**src/sv/assert_macros.svh**
```systemverilog
// assertion macros used by the queue rtl file
`ifndef ASSERT_MACROS_SVH
`define ASSERT_MACROS_SVH

`ifndef SYNTH
// same-cycle implication
`define SIMP3_ASSERT_IMP(name, clk, rst_n, ante, cons) \
    name: assert property (@(posedge clk) disable iff (!rst_n) (ante) |-> (cons)) \
        else $error("simplex noise assertion failed");
// next-cycle implication
`define SIMP3_ASSERT_NXT(name, clk, rst_n, ante, cons) \
    name: assert property (@(posedge clk) disable iff (!rst_n) (ante) |=> (cons)) \
        else $error("simplex noise assertion failed");
`else
`define SIMP3_ASSERT_IMP(name, clk, rst_n, ante, cons)
`define SIMP3_ASSERT_NXT(name, clk, rst_n, ante, cons)
`endif

`endif

```
**src/sv/simp3_pkg.sv**
```systemverilog
// types, constants and the corner hash of the simplex noise block
`timescale 1ns / 1ps
`default_nettype none

package simp3_pkg;

    localparam int FRAC_BITS = 16;
    localparam int COORD_W   = 32;
    localparam int OUT_W     = 18;
    localparam int SUM3_W    = COORD_W + 3;
    localparam int SKEW_W    = SUM3_W - FRAC_BITS;
    localparam int DIVA_W    = SKEW_W + 1;
    localparam int CELL_W    = SKEW_W;
    localparam int CELL_LO_W = 8;
    localparam int OFF_W     = 24;
    localparam int DOFF_W    = OFF_W - FRAC_BITS;
    localparam int SQ_W      = 2 * OFF_W - 1;
    localparam int SSQ_W     = SQ_W + 3;
    localparam int T5_W      = 54;
    localparam int T5S_W     = 23;
    localparam int TQ_W      = 16;
    localparam int GA_W      = OFF_W + 1;
    localparam int G_W       = 22;
    localparam int SUM_W     = 24;
    localparam int FP_W      = TQ_W + 1 + SUM_W;
    localparam int CONTRIB_W = FP_W - (FRAC_BITS - 3);
    localparam int TOTAL_W   = CONTRIB_W + 2;
    localparam int NCORNER   = 4;
    localparam int NSTAGE    = 7;

    // floor divide by three: bias, reciprocal, shift
    localparam int                DIV3_SH   = DIVA_W + 2;
    localparam logic [DIVA_W-1:0] DIV3_BIAS = DIVA_W'(3 * (1 << (SKEW_W - 1)));
    localparam logic [CELL_W-1:0] CELL_BIAS = CELL_W'(1 << (SKEW_W - 1));
    localparam int                RECIP3_W  = 21;
    localparam logic [RECIP3_W-1:0] RECIP3  = 21'd1398102;
    localparam int                PROD3_W   = DIVA_W + RECIP3_W;

    // floor divide by six of a corner offset
    localparam int              DIV6_SH   = 28;
    localparam logic [GA_W-1:0] DIV6_BIAS = GA_W'(6 * (1 << (G_W - 1)));
    localparam logic [G_W-1:0]  G_BIAS    = G_W'(1 << (G_W - 1));
    localparam int              RECIP6_W  = 26;
    localparam logic [RECIP6_W-1:0] RECIP6 = 26'd44739243;
    localparam int              PROD6_W   = GA_W + RECIP6_W;

    // weight: 108 * one^2 - 5 * dist^2, then divide by 180 * one
    localparam logic [T5_W-1:0] T5_BASE   = 54'd463856467968;
    localparam int              DIV180_SH = 31;
    localparam int              RECIP180_W = 24;
    localparam logic [RECIP180_W-1:0] RECIP180 = 24'd11930465;
    localparam int              PROD180_W = T5S_W + RECIP180_W;

    localparam int QDEPTH = 4;
    localparam int QPTR_W = 2;
    localparam int QCNT_W = 3;

    localparam logic signed [TOTAL_W-1:0] OUT_MAX = TOTAL_W'(131071);
    localparam logic signed [TOTAL_W-1:0] OUT_MIN = -TOTAL_W'(131072);

    localparam logic [5:0] BIT_TAB [8] = '{6'h15, 6'h38, 6'h32, 6'h2c,
                                           6'h0d, 6'h13, 6'h07, 6'h2a};

    typedef struct packed {
        logic [2:0][CELL_LO_W-1:0] cell_lo;
        logic [2:0][OFF_W-1:0]     off;
        logic [2:0]                m1;
        logic [2:0]                m2;
    } simp3_job_t;

    typedef struct packed {
        logic       valid;
        simp3_job_t job;
    } simp3_slot_t;

    function automatic logic [1:0] next3(input logic [1:0] r);
        return (r == 2'd2) ? 2'd0 : r + 2'd1;
    endfunction

    function automatic logic [5:0] corner_hash(input logic [CELL_LO_W-1:0] a,
                                               input logic [CELL_LO_W-1:0] b,
                                               input logic [CELL_LO_W-1:0] c);
        logic [2:0][CELL_LO_W-1:0] co;
        logic [8:0] h;
        logic [2:0] idx;
        logic [1:0] r0;
        logic [1:0] r1;
        logic [1:0] r2;
        co = {c, b, a};
        h  = '0;
        r0 = 2'd0;
        for (int n = 0; n < CELL_LO_W; n++) begin
            r1  = next3(r0);
            r2  = next3(r1);
            idx = {co[r0][n], co[r1][n], co[r2][n]};
            h   = h + 9'(BIT_TAB[idx]);
            r0  = r1;
        end
        return h[5:0];
    endfunction

endpackage

`default_nettype wire

```
**src/sv/simp3_queue.sv**
```systemverilog
// short queue between front and back
`timescale 1ns / 1ps
`default_nettype none
`include "assert_macros.svh"

module simp3_queue import simp3_pkg::*; (
    input  wire logic               clk,
    input  wire logic               rst_n,
    input  wire simp3_slot_t        push,
    input  wire logic               pop,
    output simp3_slot_t             head,
    output logic [QCNT_W-1:0]       level
);

    simp3_job_t         mem [QDEPTH];
    logic [QPTR_W-1:0]  wr_ptr_reg;
    logic [QPTR_W-1:0]  rd_ptr_reg;
    logic [QCNT_W-1:0]  count_reg;
    logic [QCNT_W-1:0]  count_next;

    assign head.valid = (count_reg != '0);
    assign head.job   = mem[rd_ptr_reg];
    assign level      = count_reg;

    always_comb
    begin
        count_next = count_reg;
        if (push.valid && !pop)
            count_next = count_reg + QCNT_W'(1);
        else if (!push.valid && pop)
            count_next = count_reg - QCNT_W'(1);
    end

    always_ff @(posedge clk or negedge rst_n)
    begin
        if (!rst_n) begin
            wr_ptr_reg <= '0;
            rd_ptr_reg <= '0;
            count_reg  <= '0;
        end else begin
            if (push.valid)
                wr_ptr_reg <= wr_ptr_reg + QPTR_W'(1);
            if (pop)
                rd_ptr_reg <= rd_ptr_reg + QPTR_W'(1);
            count_reg <= count_next;
        end
    end

    always_ff @(posedge clk)
    begin
        if (push.valid)
            mem[wr_ptr_reg] <= push.job;
    end

    `SIMP3_ASSERT_IMP(a_no_overflow, clk, rst_n, push.valid, count_reg != QCNT_W'(QDEPTH))
    `SIMP3_ASSERT_IMP(a_no_underflow, clk, rst_n, pop, count_reg != '0)
    `SIMP3_ASSERT_NXT(a_count_hold, clk, rst_n, !push.valid && !pop, count_reg == $past(count_reg))

endmodule

`default_nettype wire

```
**config.mk**
```make
export PLATFORM = sky130hd
export DESIGN_NAME = simp3_queue
export DESIGN_NICKNAME = d
export VERILOG_FILES = /design/src/sv/simp3_pkg.sv /design/src/sv/simp3_queue.sv
export VERILOG_INCLUDE_DIRS = /design/src /design/src/sv
export SDC_FILE = /design/constraint.sdc
export NUM_CORES = 1
export LEC_CHECK = 0
export ABC_AREA = 1
export ABC_CLOCK_PERIOD_IN_PS = 3300
export CORE_MARGIN = 10
export CORE_UTILIZATION = 35
export DETAILED_ROUTE_END_ITERATION = 7
export DONT_BUFFER_PORTS = 1
export GPL_ROUTABILITY_DRIVEN = 0
export GPL_TIMING_DRIVEN = 0
export MAX_ROUTING_LAYER = met4
export PLACE_DENSITY = 0.51
export RECOVER_POWER = 100
export SKIP_LAST_GASP = 1
export SYNTH_ARGS = -nofsm -noshare
export SYNTH_HDL_FRONTEND = slang
export SYNTH_SLANG_ARGS = --single-unit
```
**constraint.sdc**
```tcl
create_clock -name clk -period 3.3 [get_ports clk]
set_input_delay 0.165 -clock clk [delete_from_list [all_inputs] [get_ports clk]]
set_output_delay 0.165 -clock clk [all_outputs]
set_load 0.05 [all_outputs]
```
==> reports/qor.yml <==
ir_worst_vdd_uv: 509
r2r-start: "wr_ptr_reg[0]$_DFFE_PN0P_"
drt_pass1_iterations: 4
syn_to_final_growth_pct: 17.0
synth_warnings: 0
final_core_util: 0.415
hpwl_mm: 26.3
initialDrtViolationCount: 500
cts_made_buffers: 45
hold_viol: 0
crit_fanout: 10
worst_slew_margin_rel: 0.226
io_pins: 212
antenna_found_initial: 7
clkSlewWorstSetupHoldPaths_ns: 0.07
post-route-period-util: 0.819
max_stage_delay_ns: 0.48
power_density_nw_per_um2: 1050
routed_wl_mm: 43.2
r2r_cells: 5
largest-register: "mem"
cp_top_family: "buffers and inverters"
min_period_ns: 2.70
power_uw: 21400
tns_ns: 0
num_vias: 9632
grt_pass1_vias: 9789
maxCapViolations: 0
rsz0062_at_grt: "false"
grt_pass1_wl_mm: 63.9
status: "finished clean"
crit_chain: "clkbuf_1 -> buf_6 -> clkbuf_1 -> nand2_1 -> o211ai_2 -> nand2_1"
worstSetupStartpointType: "flip-flop"
cp-end-kind: "primary output"
finalSetupViolCount: 0
multi_input_area_sq_um: 3140
num-fill-cells: 4614
grt_max_degree: 65
regArea_sq_um: 12400
final_antenna_net_count: 0
num_rows: 81
worst_slack_ns: 0.596
crit_arrival_ns: 2.54
min_to: "mem[3][79]$_DFFE_PP_"
overflow: 0
drc: 0
clockRootBuffer: "clkbuf_16"
skew_ns: 0.0189
postCtsResizedCells: 0
path_buf_inv: 3
drv_slew: 0
post-cts-setup-buffer-count: 0
final_net_count: 1507
via_per_inst: 4.59
cts.sinks: 415
required_ns: 3.13
worstSkewPairLatency_ns: 0.56
syn_nets: 1350
worstHoldPathType: "primary input to flip-flop"
ys_ff_latch: 415
reg2reg_to: "mem[0][35]$_DFFE_PP_"
synth.cell_area_sq_um: 17400
cts_tree: "yes"
htree_levels: 2
initial_core_util: 0.354
clock.fmax_ghz: 0.370
tightest_slew_ns: 1.16
critPathSlowestCell: "clkbuf_1"
final_cells: 2098
preCtsSetupSlack_ns: 1.29
rrSetupSlack_ns: 0.63
hold_depth: 1
leakage_uw: 0.00774
min_from: "push[79]"
largest_reg_flops: 408
port_buffers: 0
core_area_sq_um: 49100
synth.distinct_cells: 19
drive_above_1_share: 0.125
wire_per_inst_um: 20.6
synthCells: 1238
clock_path_buffers: 3
die_area_sq_um: 59000
yosysSeqAreaShare: 0.715
die_y_um: 243
grtUsageTotal: 0.146
dieWidth_um: 243
worstSetupPathType: "flip-flop to primary output"
dp.cells: 1906
synth.avg_cell_area_sq_um: 14.0
where the power goes:
part	total, uW	leakage (uW)	internal [uW]	switching [uW]
clock	4790	0.000680	2800	1990
sequential	7210	0.00383	6910	309
combinational	9410	0.00323	1830	7570
Yosys cell counts:
cell type / count / share of area
inv_2: 1 / 0.00022
buf_6: 36 / 0.023
xor2_1: 3 / 0.0015
dfrtp_1: 7 / 0.010
fa_1: 1 / 0.0012
o21ai_0: 1 / 0.00029
buf_4: 12 / 0.0052
nand2_1: 320 / 0.069
o211ai_2: 134 / 0.096
clkbuf_1: 1 / 0.00022
xnor2_1: 1 / 0.00050
buf_2: 20 / 0.0058
nand3_1: 1 / 0.00029
nor2_1: 1 / 0.00022
nand4_1: 1 / 0.00036
inv_1: 215 / 0.046
ha_1: 5 / 0.0036
o211ai_1: 70 / 0.030
edfxtp_1: 408 / 0.71
cells in the final DEF, fill, tap and decap left out, drive strengths merged:
| cell type | synthesis | layout |
|---|---|---|
| o211ai | 204 | 204 |
| inv | 216 | 214 |
| xor2 | 3 | 3 |
| dlygate4sd3 | 0 | 106 |
| fa | 1 | 1 |
| o21ai | 1 | 1 |
| bufinv | 0 | 4 |
| nand4 | 1 | 1 |
| diode | 0 | 7 |
| xnor2 | 1 | 1 |
| clkbuf | 1 | 68 |
| dfrtp | 7 | 7 |
| nand3 | 1 | 1 |
| nor2 | 1 | 1 |
| clkinvlp | 0 | 3 |
| edfxtp | 408 | 408 |
| nand2 | 320 | 320 |
| buf | 68 | 58 |
| clkinv | 0 | 21 |
| ha | 5 | 5 |
metrics by stage:
| step | hold slack [ns] | area [sq um] |
|---|---|---|
| final | 0.310 | 20300 |
| after global routing | 0.298 | 20300 |
| after CTS | 0.261 | 20800 |
| after detailed placement | -0.130 | 18300 |
| after global placement | -0.130 | 18200 |
| after floorplan | -0.131 | 17400 |
logic make-up after synthesis:
family | Yosys count | share of synthesized area
AO/OA/AOI/OAI | 205 | 0.127
XOR/XNOR | 4 | 0.00202
adder cells (fa/ha/maj) | 6 | 0.00475
buffers and inverters | 285 | 0.0811
flip-flops | 415 | 0.715
AND/OR/NAND/NOR | 323 | 0.0700
layout make-up:
type / instances / area share
buffer: 69 / 0.0284
tap: 664 / 0.0409
clock inverter: 26 / 0.0110
clock buffer: 53 / 0.0569
inverter: 216 / 0.0407
antenna: 7 / 0.000861
timing repair buffer: 110 / 0.0556
multi-input combinational: 538 / 0.154
sequential: 415 / 0.611
repair_timing:
item,CTS,global route
hold buffers,106,0
endpoints found under the hold margin,422,0
endpoints found under the setup margin,0,0
worst max path at each step:
stage / startpoint / end / slack (ns) / cells after the start
floorplan: wr_ptr_reg[0]$_DFFE_PN0P_ / mem[2][0]$_DFFE_PP_ / 0.19 / 4
global placement: wr_ptr_reg[0]$_DFFE_PN0P_ / mem[2][65]$_DFFE_PP_ / -1.80 / 4
detailed placement: wr_ptr_reg[0]$_DFFE_PN0P_ / mem[2][65]$_DFFE_PP_ / 1.29 / 5
CTS: rd_ptr_reg[1]$_DFFE_PN0P_ / head[51] / 0.83 / 5
global route: rd_ptr_reg[0]$_DFFE_PN0P_ / head[91] / 0.40 / 6
finish: rd_ptr_reg[0]$_DFFE_PN0P_ / head[91] / 0.60 / 6
per-layer routing:
layer,track usage,up-vias,share of wire
met1,0.181,4718,0.43
met3,0.0317,66,0.052
met5,-,-,0
met2,0.239,204,0.49
met4,0.0432,0,0.020
li1,-,4644,-
No activity file was read; power rests on OpenSTA's default activity.
